`config.mk`:
```
export PLATFORM = sky130hd
export DESIGN_NAME = lfsr_reverse_position_search
export DESIGN_NICKNAME = d
export VERILOG_FILES = /design/src/hdl/lrps_pkg.sv /design/src/hdl/lrps_datapath.sv /design/src/hdl/lrps_ctrl.sv /design/src/hdl/lfsr_reverse_position_search.sv
export VERILOG_INCLUDE_DIRS = /design/src /design/src/hdl
export SDC_FILE = /design/constraint.sdc
export NUM_CORES = 1
export LEC_CHECK = 0
export CORE_ASPECT_RATIO = 1.1
export CORE_MARGIN = 1
export CORE_UTILIZATION = 30
export DETAILED_ROUTE_END_ITERATION = 10
export DONT_BUFFER_PORTS = 1
export PLACE_DENSITY_LB_ADDON = 0.25
export SETUP_SLACK_MARGIN = 0.2
export SLEW_MARGIN = 20
export SYNTH_ARGS = -nofsm -noshare
export SYNTH_HDL_FRONTEND = slang
export SYNTH_SLANG_ARGS = --single-unit
```
`constraint.sdc`:
```
create_clock -name i_clk -period 5.3 [get_ports i_clk]
set_input_delay 1.06 -clock i_clk [delete_from_list [all_inputs] [get_ports i_clk]]
set_output_delay 1.06 -clock i_clk [all_outputs]
set_load 0.03 [all_outputs]
```
`src/hdl/lfsr_reverse_position_search_macros.svh`:
```
// Assertion macros for the LFSR reverse position search block.
`ifndef LFSR_REVERSE_POSITION_SEARCH_MACROS_SVH
`define LFSR_REVERSE_POSITION_SEARCH_MACROS_SVH

`ifndef NO_ASSERTIONS

`define LRPS_ASSERT_SAME(label, clk, rst_n, ante, cons, msg) \
    label: assert property (@(posedge clk) disable iff (!rst_n) (ante) |-> (cons)) \
        else $error(msg);

`define LRPS_ASSERT_NEXT(label, clk, rst_n, ante, cons, msg) \
    label: assert property (@(posedge clk) disable iff (!rst_n) (ante) |=> (cons)) \
        else $error(msg);

`else

`define LRPS_ASSERT_SAME(label, clk, rst_n, ante, cons, msg)

`define LRPS_ASSERT_NEXT(label, clk, rst_n, ante, cons, msg)

`endif

`endif

```
`src/hdl/lrps_pkg.sv`:
```
// Shared constants, tables and types of the LFSR reverse position search block.
`default_nettype none

package lrps_pkg;

    localparam int LFSR_WIDTH       = 17;
    localparam int CHECKPOINT_COUNT = 16;
    localparam int SPACING_LOG2     = 13;
    localparam int POLY_COUNT       = 4;
    localparam int SEL_WIDTH        = $clog2(POLY_COUNT);
    localparam int MARK_WIDTH       = $clog2(CHECKPOINT_COUNT);

    typedef logic [LFSR_WIDTH-1:0] t_state;
    typedef logic [SEL_WIDTH-1:0]  t_sel;
    typedef logic [MARK_WIDTH-1:0] t_mark;

    localparam t_state STATE_MAX = {LFSR_WIDTH{1'b1}};
    localparam t_state SEED      = t_state'(1);

    localparam t_state POLY_TAB [POLY_COUNT] = '{
        17'h1D258, 17'h17E04, 17'h1FF6B, 17'h13F67
    };

    localparam t_state MARK_TAB [POLY_COUNT][CHECKPOINT_COUNT] = '{
        '{17'h00001, 17'h1559D, 17'h1155A, 17'h19902, 17'h0CB1F, 17'h1235E, 17'h1465F,
          17'h1E2B1, 17'h1719B, 17'h14D1E, 17'h19B10, 17'h08B9F, 17'h1CAF5, 17'h093B7,
          17'h1B99D, 17'h10D6B},
        '{17'h00001, 17'h1A1BE, 17'h16F3C, 17'h1856F, 17'h05C6E, 17'h08634, 17'h0229E,
          17'h14BD1, 17'h13021, 17'h0E6D6, 17'h04743, 17'h17685, 17'h06536, 17'h08FE6,
          17'h11A3B, 17'h0799C},
        '{17'h00001, 17'h036C4, 17'h0BA96, 17'h1966A, 17'h0E3DA, 17'h16CFA, 17'h16381,
          17'h112E9, 17'h004EB, 17'h0C57B, 17'h0706F, 17'h15738, 17'h0FD7F, 17'h087AA,
          17'h09703, 17'h02DEE},
        '{17'h00001, 17'h1B796, 17'h1880D, 17'h1C616, 17'h03E8C, 17'h182F3, 17'h13B8A,
          17'h01678, 17'h07885, 17'h09E54, 17'h0B4B3, 17'h1FA8C, 17'h06ADF, 17'h0ECAB,
          17'h021A2, 17'h02FAE}
    };

    typedef struct packed {
        logic load;
        logic step;
        logic capture;
    } t_cmd;

    typedef struct packed {
        logic finish;
    } t_status;

endpackage

`default_nettype wire

```
`src/hdl/lrps_datapath.sv`:
```
// Datapath: search state, backward LFSR step, checkpoint compare and result register.
`default_nettype none

module lrps_datapath (
    input  wire                     i_clk,
    input  wire  lrps_pkg::t_cmd    i_cmd,
    input  wire  lrps_pkg::t_sel    i_poly_index,
    input  wire  lrps_pkg::t_state  i_lfsr_state,
    output lrps_pkg::t_status       o_status,
    output logic [lrps_pkg::LFSR_WIDTH-1:0] o_step_count,
    output logic                    o_invalid
);

    lrps_pkg::t_state r_state;
    lrps_pkg::t_state r_count;
    lrps_pkg::t_sel   r_sel;
    logic             r_first;
    lrps_pkg::t_state r_out_count;
    logic             r_out_invalid;

    lrps_pkg::t_state w_poly;
    lrps_pkg::t_state w_shift;
    logic             w_fb;
    lrps_pkg::t_state w_next;
    logic             w_hit;
    lrps_pkg::t_mark  w_hit_idx;
    logic             w_finish;
    lrps_pkg::t_state w_res_count;
    logic             w_res_invalid;

    always_comb begin
        w_poly  = lrps_pkg::POLY_TAB[r_sel];
        w_shift = r_state >> 1;
        w_fb    = (^(w_shift & w_poly)) ^ r_state[0];
        w_next  = {w_fb, w_shift[lrps_pkg::LFSR_WIDTH-2:0]};
    end

    // The lowest matching checkpoint wins, so the search runs from the top down.
    always_comb begin
        w_hit     = 1'b0;
        w_hit_idx = '0;
        for (int k = lrps_pkg::CHECKPOINT_COUNT - 1; k >= 1; k--) begin
            if (r_state == lrps_pkg::MARK_TAB[r_sel][k]) begin
                w_hit     = 1'b1;
                w_hit_idx = lrps_pkg::t_mark'(k);
            end
        end
    end

    always_comb begin
        w_finish      = 1'b0;
        w_res_count   = '0;
        w_res_invalid = 1'b0;
        if (r_first) begin
            if (r_state == '0) begin
                w_finish      = 1'b1;
                w_res_invalid = 1'b1;
            end else if (r_state == lrps_pkg::SEED) begin
                w_finish = 1'b1;
            end
        end else begin
            if (w_hit) begin
                w_finish    = 1'b1;
                w_res_count = r_count
                    + lrps_pkg::t_state'({w_hit_idx, {lrps_pkg::SPACING_LOG2{1'b0}}})
                    - lrps_pkg::t_state'(1);
            end else if (r_state == lrps_pkg::SEED) begin
                w_finish    = 1'b1;
                w_res_count = r_count;
            end else if (r_count == lrps_pkg::STATE_MAX) begin
                w_finish      = 1'b1;
                w_res_invalid = 1'b1;
            end
        end
    end

    always_ff @(posedge i_clk) begin
        if (i_cmd.load) begin
            r_state <= i_lfsr_state;
            r_sel   <= i_poly_index;
            r_count <= '0;
            r_first <= 1'b1;
        end else if (i_cmd.step) begin
            r_state <= w_next;
            r_count <= r_count + lrps_pkg::t_state'(1);
            r_first <= 1'b0;
        end
        if (i_cmd.capture) begin
            r_out_count   <= w_res_count;
            r_out_invalid <= w_res_invalid;
        end
    end

    assign o_status.finish = w_finish;
    assign o_step_count    = r_out_count;
    assign o_invalid       = r_out_invalid;

endmodule

`default_nettype wire

```
`src/hdl/lrps_ctrl.sv`:
```
// Controller: input and output handshakes and sequencing of the search.
`default_nettype none

module lrps_ctrl (
    input  wire                 i_clk,
    input  wire                 i_rst_n,
    input  wire                 i_valid,
    output logic                o_ready,
    output logic                o_valid,
    input  wire                 i_ready,
    input  wire lrps_pkg::t_status i_status,
    output lrps_pkg::t_cmd      o_cmd
);

    localparam logic ST_IDLE = 1'b0;
    localparam logic ST_RUN  = 1'b1;

    logic r_fsm;
    logic n_fsm;
    logic r_out_valid;
    logic n_out_valid;
    logic w_out_free;

    assign w_out_free = !r_out_valid || i_ready;

    always_comb begin
        n_fsm       = r_fsm;
        n_out_valid = r_out_valid && !i_ready;
        o_cmd       = '0;
        o_ready     = 1'b0;
        unique case (r_fsm)
            ST_IDLE: begin
                o_ready = 1'b1;
                if (i_valid) begin
                    o_cmd.load = 1'b1;
                    n_fsm      = ST_RUN;
                end
            end
            ST_RUN: begin
                if (i_status.finish) begin
                    if (w_out_free) begin
                        o_cmd.capture = 1'b1;
                        n_out_valid   = 1'b1;
                        n_fsm         = ST_IDLE;
                    end
                end else begin
                    o_cmd.step = 1'b1;
                end
            end
            default: begin
                n_fsm = ST_IDLE;
            end
        endcase
    end

    always_ff @(posedge i_clk) begin
        if (!i_rst_n) begin
            r_fsm       <= ST_IDLE;
            r_out_valid <= 1'b0;
        end else begin
            r_fsm       <= n_fsm;
            r_out_valid <= n_out_valid;
        end
    end

    assign o_valid = r_out_valid;

endmodule

`default_nettype wire

```
`src/hdl/lfsr_reverse_position_search.sv`:
```
// Sequence: the input state is loaded, stepped backward until a checkpoint or the seed is
// reached, and the final state is checked and the result registered once the output is free.
// A zero state, or one that meets neither within 131071 backward steps, is flagged invalid.
// Throughput: one transaction at a time; the single backward-stepping LFSR register sets it.
// A finished result may wait at the output while the next transaction is accepted.
// Reset is synchronous and active low; it clears the controller and the output valid flag.
`default_nettype none

`include "lfsr_reverse_position_search_macros.svh"

module lfsr_reverse_position_search (
    input  wire         i_clk,
    input  wire         i_rst_n,
    input  wire         i_valid,
    output logic        o_ready,
    input  wire  lrps_pkg::t_sel   i_poly_index,
    input  wire  lrps_pkg::t_state i_lfsr_state,
    output logic        o_valid,
    input  wire         i_ready,
    output lrps_pkg::t_state o_step_count,
    output logic        o_invalid
);

    lrps_pkg::t_cmd    w_cmd;
    lrps_pkg::t_status w_status;

    lrps_ctrl u_ctrl (
        .i_clk    (i_clk),
        .i_rst_n  (i_rst_n),
        .i_valid  (i_valid),
        .o_ready  (o_ready),
        .o_valid  (o_valid),
        .i_ready  (i_ready),
        .i_status (w_status),
        .o_cmd    (w_cmd)
    );

    lrps_datapath u_datapath (
        .i_clk        (i_clk),
        .i_cmd        (w_cmd),
        .i_poly_index (i_poly_index),
        .i_lfsr_state (i_lfsr_state),
        .o_status     (w_status),
        .o_step_count (o_step_count),
        .o_invalid    (o_invalid)
    );

    `LRPS_ASSERT_SAME(a_invalid_zero, i_clk, i_rst_n, o_valid && o_invalid, o_step_count == '0, "invalid result with nonzero count")
    `LRPS_ASSERT_NEXT(a_busy_after_accept, i_clk, i_rst_n, i_valid && o_ready, !o_ready, "ready held after a transaction was accepted")

endmodule

`default_nettype wire
```
# Word level (Yosys, flattened, before mapping)
# Cells that the tools add are included.
# Widths: inputs -> output; s select.
classes:
  add_sub_neg: 3
  order_cmp: 1
  eq_ne: 17
  mux: 63
  n_bitwise: 4
  n_reduce_logical: 7
ops:
  columns: ["op", "count"]
  rows:
  - ["$bmux 272 s2", 1]
  - ["$mux 255", 2]
  - ["$eq 17x17->1", 15]
  - ["$mux 17", 6]
  - ["$mux 4", 15]
  - ["$mux 1", 36]
  - ["$bmux 17 s2", 1]
  - ["$add 17x1->17 const B", 1]
  - ["$add 17x17->17", 1]
  - ["$and 16x17->17", 1]
  - ["$eq 17x1->1 const B", 1]
  - ["$eq 17x17->1 const B", 1]
  - ["$logic_not 17->1", 1]
  - ["$reduce_xor 17->1", 1]
  - ["$sub 17x1->17 const B", 1]
  - ["$ge 3x3->1 const B", 1]
  - ["$not 2->3", 1]
  - ["$logic_not 1->1", 2]
  - ["$mux 2", 1]
  - ["$pmux 1 s2", 1]
  - ["$reduce_bool 2->1", 1]
  - ["$logic_and 1x1->1", 1]
  - ["$logic_or 1x1->1", 1]
  - ["$not 1->1", 1]
  - ["$xor 1x1->1", 1]
totals:
  regBits: 57
  in_bits: 23
  output_inout_bits: 20
  elab_cells: 103

# Longest topological paths before layout
# Gate-level depths: netlist of run 1.
depth:
  ltp_word: 26
  ltp_mapped: 24
  depth_no_buf: 20

# By module
# A second synthesis of run 1 with hierarchy kept.
unflattened:
  hier_cells: 699
  hier_area_um2: 6140.9
modules_own_cells:
  columns: ["module", "n_inst", "cells_each", "area_per_inst_um2", "seq_area_each_um2"]
  rows:
  - ["lrps_datapath", 1, 688, 6040.8, 1471.4]
  - ["lrps_ctrl", 1, 11, 100.1, 40.0]

# Worst setup path before layout of run 1
# OpenSTA, ideal clock, no wires.
synth_path:
  path_kind: "reg-to-reg"
  from: "register u_datapath.r_sel[0]"
  to: "register u_datapath.r_out_count[16] (netlist: u_datapath.o_step_count[16]) (data pin)"
  setup_ns: 0.261
  t_arrival_ns: 4.614
  required_time_ns: 5.039
  slack_ns: 0.425
  stages_incl_launch_ff: 23
  n_path_buf: 4
  period_less_slack_ns: 4.875
  path_cell_list: "edfxtp_1 -> buf_2 -> inv_1 -> ha_1 -> clkbuf_4 -> buf_4 -> buf_4 -> nor2_1 -> inv_1 -> ha_1 -> nor2_1 -> nand3_1 -> or4_1 -> o21ai_0 -> nor4b_1 -> ha_1 -> inv_1 -> ha_1 -> o41a_1 -> a31o_2 -> xnor2_1 -> nor3_1 -> a221o_1"
synth_via:
  elab_chain_len: 23
  word_cells_on_any_way: 52
  classes_between: "add/sub: 2; eq/ne: 15; mux: 34; bitwise: 1"
synth_lines:
  columns: ["element", "line_no", "source"]
  rows:
  - ["from (decl)", "lrps_datapath.sv:16", "lrps_pkg::t_sel r_sel;"]
  - ["from (signal assigned)", "lrps_datapath.sv:80", "r_sel <= i_poly_index;"]
  - ["$not 2->3 (implied by the code) *", "lrps_datapath.sv:43", "if (r_state == lrps_pkg::MARK_TAB[r_sel][k]) begin"]
  - ["$bmux 272 s2 *", "lrps_datapath.sv:43", null]
  - ["$mux 255 (implied by the code) * (2 in series)", "lrps_datapath.sv:43", null]
  - ["$eq 17x17->1", "lrps_datapath.sv:43", null]
  - ["$mux 4 (15 in series)", "lrps_datapath.sv:43", null]
  - ["$add 17x17->17", "lrps_datapath.sv:65", "+ lrps_pkg::t_state'({w_hit_idx, {lrps_pkg::SPACING_LOG2{1'b0}}})"]
  - ["$sub 17x1->17", "lrps_datapath.sv:66", "- lrps_pkg::t_state'(1);"]
  - ["$mux 17 *", "lrps_datapath.sv:62", "if (w_hit) begin"]
  - ["to (signal assigned)", "lrps_datapath.sv:89", "r_out_count <= w_res_count;"]
  - ["to (decl)", "lrps_datapath.sv:18", "lrps_pkg::t_state r_out_count;"]
# Every way passes the cells marked *; elsewhere a longest branch is shown, timed or not. The select of a mux whose other input is x is not followed.
# A chain may end at the register's enable or synchronous reset.

# Worst setup path in the final report of run 1
layout_path:
  from: "register u_datapath.r_sel[1]"
  to: "register u_datapath.r_out_count[16] (netlist: u_datapath.o_step_count[16]) (data pin)"
# Same word-level chain as after synthesis.

==> results of run 1 <==
[worst register-to-register path, stage by stage, from the launching register on]
cell       delay (ns)
edfxtp_1         0.38
inv_1            0.15
ha_1             0.29
buf_4            0.31
and4b_1          0.23
o22ai_1          0.06
a2111oi_0        0.80
and2b_1          0.26
o21ai_0          0.09
nor4b_1          0.11
ha_1             0.30
inv_1            0.04
ha_1             0.24
o41a_1           0.46
a31o_2           0.26
xnor2_1          0.19
nor3_1           0.07
a221o_1          0.26
[synth_stat cells, types with 4 or more instances]
master | n | area, µm²
and3b_1 | 6 | 52.6
or3_1 | 7 | 43.8
xnor2_1 | 55 | 482
o21a_1 | 8 | 60.1
buf_4 | 4 | 30.0
buf_6 | 6 | 67.6
and4b_1 | 5 | 50.1
ha_1 | 44 | 551
mux2i_1 | 7 | 70.1
xor2_1 | 35 | 307
clkbuf_1 | 15 | 56.3
a211oi_1 | 7 | 52.6
inv_1 | 32 | 120
nand3_1 | 23 | 115
nor4b_1 | 8 | 70.1
or4_1 | 6 | 45.0
o21ai_0 | 15 | 75.1
nor2b_1 | 7 | 43.8
nand4_1 | 19 | 119
nand3b_1 | 8 | 60.1
nor3b_1 | 10 | 75.1
o22ai_1 | 9 | 56.3
edfxtp_1 | 37 | 1110
and3_1 | 6 | 37.5
a2111oi_0 | 4 | 35.0
nand2_1 | 80 | 300
dfxtp_1 | 20 | 400
a22oi_1 | 13 | 97.6
buf_1 | 6 | 22.5
nor4_1 | 10 | 62.6
buf_2 | 29 | 145
nand2b_1 | 9 | 56.3
o2111ai_1 | 5 | 43.8
or3b_2 | 4 | 35.0
nor2_1 | 58 | 218
a21oi_1 | 18 | 90.1
nor3_1 | 20 | 100
a21o_1 | 8 | 60.1
o31ai_1 | 4 | 30.0
[registers in the layout, indices dropped and copies added (netlist names)]
| signal | flops |
|---|---|
| u_ctrl.o_valid | 1 |
| u_datapath.r_sel | 2 |
| u_datapath.o_step_count | 17 |
| u_datapath.r_state | 17 |
| u_datapath.r_count | 17 |
| u_ctrl.r_fsm | 1 |
| u_datapath.o_invalid | 1 |
| u_datapath.r_first | 1 |
[layer usage]
metal	global-route usage	up-vias	part of all wire
li1	-	2509	-
met1	0.240	2471	0.48
met2	0.284	141	0.46
met3	0.0302	27	0.046
met4	0.0590	0	0.018
met5	0	-	0
[kinds of logic after synthesis]
kind of cell | synth area share
muxes | 0.0119
and+or+nand+nor | 0.280
xor gates and xnor gates | 0.134
adders and majority gates | 0.0967
DFF | 0.256
buffers and inverters | 0.0774
AOI/OAI and AO/OA | 0.144
[power breakdown]
part           internal (µW)  switching, µW
Sequential               508            114
Combinational            259            306
Clock                    388            201
[stage by stage]
stage,util,setup slack (ns),hold slack (ns)
3_3_place_gp,0.318,0.651,0.531
3_5_place_dp,0.318,0.606,0.540
6_report,0.334,0.549,0.550
4_1_cts,0.334,0.590,0.551
2_1_floorplan,-,0.425,0.475
5_1_grt,0.334,0.305,0.580
[how the worst min path moves through the flow]
| stage | slack [ns] | cells after the start | end |
|---|---|---|---|
| after CTS | 0.55 | 2 | u_ctrl.r_fsm$_SDFF_PN0_ |
| after detailed placement | 0.54 | 1 | u_datapath.r_count[10]$_SDFFE_PP0P_ |
| final | 0.55 | 1 | u_datapath.r_count[10]$_SDFFE_PP0P_ |
| after floorplan | 0.47 | 2 | u_datapath.r_count[13]$_SDFFE_PP0P_ |
| after global placement | 0.53 | 1 | u_datapath.r_count[12]$_SDFFE_PP0P_ |
| after global routing | 0.58 | 1 | u_datapath.r_count[14]$_SDFFE_PP0P_ |
[area by class of cell]
type,count,area [µm²]
Timing Repair Buffer,29,218
Clock inverter,3,40.0
Fill cell,1993,12800
Clock buffer,13,260
Multi-Input combinational cell,564,3940
Sequential cell,57,1510
Inverter,34,128
Tap cell,247,309
==> summary.txt, run 1 <==
Commonest non-fill, non-tap cell in the layout: nand2_1
Largest net degree at the start of global routing: 26
Number of max-cap violations: 0
Final critical-path required period: 4.75 ns
EDFF count, synth: 37
Reg2reg end: u_datapath.o_step_count[16]$_SDFFCE_PP0P_
Crit-path cells: inv_1 > ha_1 > buf_4 > and4b_1 > o22ai_1 > a2111oi_0 > and2b_1 > o21ai_0 > nor4b_1 > ha_1 > inv_1 > ha_1 > o41a_1 > a31o_2 > xnor2_1 > nor3_1 > a221o_1
Layout cells sized above 1: 0.0843
Skew final: 0.00694 ns
CP peak stage delay: 0.80 ns
Worst-margin pin slew: 1.00 ns
WL/cell: 18.2 µm
Top FF cell, synth: edfxtp_1
DIE WIDTH: 136 µm
Area Overhead vs Synth: 8.48%
DP HPWL: 12600 µm
Core Region: 19200 µm²
Synthesis warning total: 0
First-pass GRT wire length: 27700 µm
Clk slew on worst S/H paths: 0.05 ns
Fmax: 0.210 GHz
Layout net count: 763
Final non-filler cell total: 947
Worst path slowest cell: a2111oi_0
Number of global-route vias before repair: 4963
Worst Setup Start Kind: register
Design Area, Final: 6400 µm²
I/O Pins: 43
Final setup vio count: 0
Vias: 5148
Crit path to: u_datapath.o_step_count[16]$_SDFFCE_PP0P_
Post-CTS resize count: 0
Synth Register Bits: 57
Setup TNS: 0 ns
Reg-to-reg slack, setup: 0.55 ns
CTS tree: done
Most frequent cells in the layout: nand2_1 (80), nor2_1 (58), xnor2_1 (55)
Maximum level of the CTS H-tree: 3
DR iter-0 viols: 472
Die area: 20200 µm²
Placed insts: 931
Critical Path RT: 5.38 ns
Mapped Area: 5900 µm²
Async set-reset flop share out of synthesis: 0
CTS Buf Count: 9
Kind of critical path: reg2reg
Drt pass-1 iters: 5
Vias per cell: 5.44
Peak supply drop: 0.182 mV
Power Dens Cells: 277 nW/µm²
Seq/Total Area, Yosys: 0.256
Die Span Y: 149 µm
GPL Wtd Cong: 0.919
Worst EP arrival: 4.83 ns
Worst hold path type: reg2reg
Final worst-path cycle share: 0.896
Total gr overflow: 0
Final ANT Viol Nets: 0
Fin. max-slew vios: 0
WP depth: 17
Hold buffers post-CTS: 0
RSZ-0062 raised after global routing: no
R2R cell count: 17
Final Hold Vio Count: 0
Gate count after technology mapping: 716
Rows: 53
Initial antenna violation count: 0
Slew headroom: 0.314
Root Driver: clkbuf_16
Total detailed-routing wirelength: 17300 µm
Status: complete, no violations
Final Total Pwr: 1780 µW
Number of post-CTS setup repair buffers: 0
Critical Path End Type: register
Hold Path Origin: u_datapath.r_count[10]$_SDFFE_PP0P_
Port Buffers: 0
Placed cell area: 6100 µm²
Leak Pwr: 0.00238 µW
Number of distinct library cells after synthesis: 71
Largest fanout on the critical path: 19
CP startpoint: u_datapath.r_sel[1]$_DFFE_PP_
Most used cell, CP: ha_1
Critical path's top delay family: compound AO/OA/AOI/OAI gates
Later-pin clock latency in the skew report: 0.33 ns
Initial cell density of the core: 0.308
Synthesized area per cell: 8.24 µm²
FF-to-FF Start: u_datapath.r_sel[1]$_DFFE_PP_
DRC: 0
Net Count, Synth: 784
Clk sinks: 57
CTS Buffer Depth: 2
GRT Overall Usage: 0.178
CP Buf/Inv Count: 3
Diode count: 0
(Power assumes the default switching activity.)
==> run 2: changes to the inputs <==
--- a/config.mk
+++ b/config.mk
@@ -8,10 +8,11 @@
 export LEC_CHECK = 0
 export CORE_ASPECT_RATIO = 1.1
 export CORE_MARGIN = 1
-export CORE_UTILIZATION = 30
+export CORE_UTILIZATION = 31
 export DETAILED_ROUTE_END_ITERATION = 10
 export DONT_BUFFER_PORTS = 1
 export PLACE_DENSITY_LB_ADDON = 0.25
+export REMOVE_ABC_BUFFERS = 1
 export SETUP_SLACK_MARGIN = 0.2
 export SLEW_MARGIN = 20
 export SYNTH_ARGS = -nofsm -noshare
==> run 2 against run 1 <==
  * Setup slack got worse by 0.039 ns
  * Clock power fell by 13%
  * Final cell count fell by 0.53%
  * Power fell by 3.2%
  * Critical path type unchanged
  * Largest power group unchanged
  * Routed wire length rose by 6.3%
  * Sequential power rose by 1%
  * Combinational power rose by 2%
  * Worst hold slack got worse by 0.018 ns
  * Global-route usage rose by 1.5 points
  * Core utilization rose by 0.82 points
  * Register-to-register slack got worse by 0.04 ns
  * Critical endpoint unchanged
  * Maximum frequency fell by 0.81%
==> summary.txt, run 2 (synthesized netlist as in run 1, its figures left out) <==
Fmax: 0.209 GHz
Most used cell, CP: ha_1
Setup TNS: 0 ns
Final Hold Vio Count: 0
CTS Buffer Depth: 2
Peak supply drop: 0.151 mV
Maximum level of the CTS H-tree: 3
Slew headroom: 0.342
CP peak stage delay: 0.55 ns
Total detailed-routing wirelength: 18400 µm
Final critical-path required period: 4.79 ns
Initial cell density of the core: 0.318
Final setup vio count: 0
Placed insts: 926
Initial antenna violation count: 0
Commonest non-fill, non-tap cell in the layout: nand2_1
I/O Pins: 43
Worst path slowest cell: a2111oi_1
Layout net count: 762
Rows: 52
Worst hold path type: reg2reg
Area Overhead vs Synth: 7.55%
Final ANT Viol Nets: 0
DRC: 0
Critical path's top delay family: compound AO/OA/AOI/OAI gates
CTS tree: done
Number of max-cap violations: 0
RSZ-0062 raised after global routing: no
Power Dens Cells: 271 nW/µm²
WL/cell: 19.5 µm
Skew final: 0.00639 ns
R2R cell count: 17
Die area: 19600 µm²
Crit-path cells: inv_1 > ha_1 > buf_4 > and4b_1 > o22ai_1 > a2111oi_1 > and2b_1 > o21ai_0 > nor4b_1 > ha_1 > inv_1 > ha_1 > o41a_1 > a31o_2 > xnor2_1 > nor3_1 > a221o_1
Diode count: 0
Vias per cell: 5.57
Port Buffers: 0
CP Buf/Inv Count: 3
Number of global-route vias before repair: 5245
Die Span Y: 147 µm
Total gr overflow: 0
Largest net degree at the start of global routing: 30
First-pass GRT wire length: 29200 µm
Core Region: 18500 µm²
Reg-to-reg slack, setup: 0.51 ns
Largest fanout on the critical path: 16
Worst EP arrival: 4.87 ns
Leak Pwr: 0.00235 µW
Most frequent cells in the layout: nand2_1 (80), nor2_1 (58), xnor2_1 (55)
Worst Setup Start Kind: register
Clk sinks: 57
Kind of critical path: reg2reg
DP HPWL: 13300 µm
Layout cells sized above 1: 0.0787
Final non-filler cell total: 942
Critical Path End Type: register
Clk slew on worst S/H paths: 0.05 ns
Final worst-path cycle share: 0.904
DIE WIDTH: 134 µm
Status: complete, no violations
Reg2reg end: u_datapath.o_step_count[16]$_SDFFCE_PP0P_
Fin. max-slew vios: 0
Worst-margin pin slew: 0.963 ns
Hold Path Origin: u_datapath.r_count[14]$_SDFFE_PP0P_
Hold path depth: 1
DR iter-0 viols: 355
Worst hold path endpoint: u_datapath.r_count[14]$_SDFFE_PP0P_
Drt pass-1 iters: 5
Root Driver: clkbuf_16
GPL Wtd Cong: 0.944
GRT Overall Usage: 0.192
Later-pin clock latency in the skew report: 0.33 ns
Vias: 5249
WP depth: 17
Critical Path RT: 5.38 ns
CTS Buf Count: 9
FF-to-FF Start: u_datapath.r_sel[1]$_DFFE_PP_
Number of post-CTS setup repair buffers: 0
run 2: power by group:
group | switching, µW | internal (µW)
logic | 317 | 260
clock network | 198 | 312
registers | 122 | 509
total | 637 | 1080
run 2: worst max path at each step:
stage	startpoint	endpoint	slack (ns)
2_1_floorplan	u_datapath.r_sel[1]$_DFFE_PP_	u_datapath.o_step_count[16]$_SDFFCE_PP0P_	0.35
3_3_place_gp	u_datapath.r_sel[1]$_DFFE_PP_	u_datapath.o_step_count[16]$_SDFFCE_PP0P_	0.66
3_5_place_dp	u_datapath.r_sel[1]$_DFFE_PP_	u_datapath.o_step_count[16]$_SDFFCE_PP0P_	0.49
4_1_cts	u_datapath.r_sel[1]$_DFFE_PP_	u_datapath.o_step_count[16]$_SDFFCE_PP0P_	0.46
5_1_grt	u_datapath.r_sel[1]$_DFFE_PP_	u_datapath.o_step_count[16]$_SDFFCE_PP0P_	0.21
6_report	u_datapath.r_sel[1]$_DFFE_PP_	u_datapath.o_step_count[16]$_SDFFCE_PP0P_	0.51
run 2: metrics by stage:
| step | utilization | hold slack, ns | cell area [µm²] | power (µW) | worst slack (ns) |
|---|---|---|---|---|---|
| floorplan | - | 0.475 | 5570 | 998 | 0.353 |
| CTS | 0.342 | 0.537 | 6350 | 1720 | 0.458 |
| finish | 0.342 | 0.532 | 6350 | 1720 | 0.510 |
| global route | 0.342 | 0.563 | 6350 | 1810 | 0.212 |
| detailed placement | 0.328 | 0.535 | 6090 | 1200 | 0.488 |
| global placement | 0.328 | 0.527 | 6090 | 1200 | 0.663 |
run 2: repair_timing:
action,CTS,global route
gates resized for setup,0,1
hold buffers,0,0
endpoints found under the setup margin,0,1
run 2: area by class of cell:
type / count / area (µm²)
clock buffers: 12 / 236
clock inverters: 4 / 20.0
fillers: 1938 / 12200
inverters: 34 / 128
multi-input cells: 564 / 3940
flip-flops and latches: 57 / 1510
well taps: 243 / 304
repair buffers: 28 / 210
run 2: metal layers:
| metal | part of all wire | vias up | global-route usage |
|---|---|---|---|
| li1 | - | 2510 | - |
| met1 | 0.44 | 2521 | 0.243 |
| met2 | 0.47 | 181 | 0.317 |
| met3 | 0.064 | 37 | 0.0386 |
| met4 | 0.030 | 0 | 0.0830 |
| met5 | 0 | - | 0 |
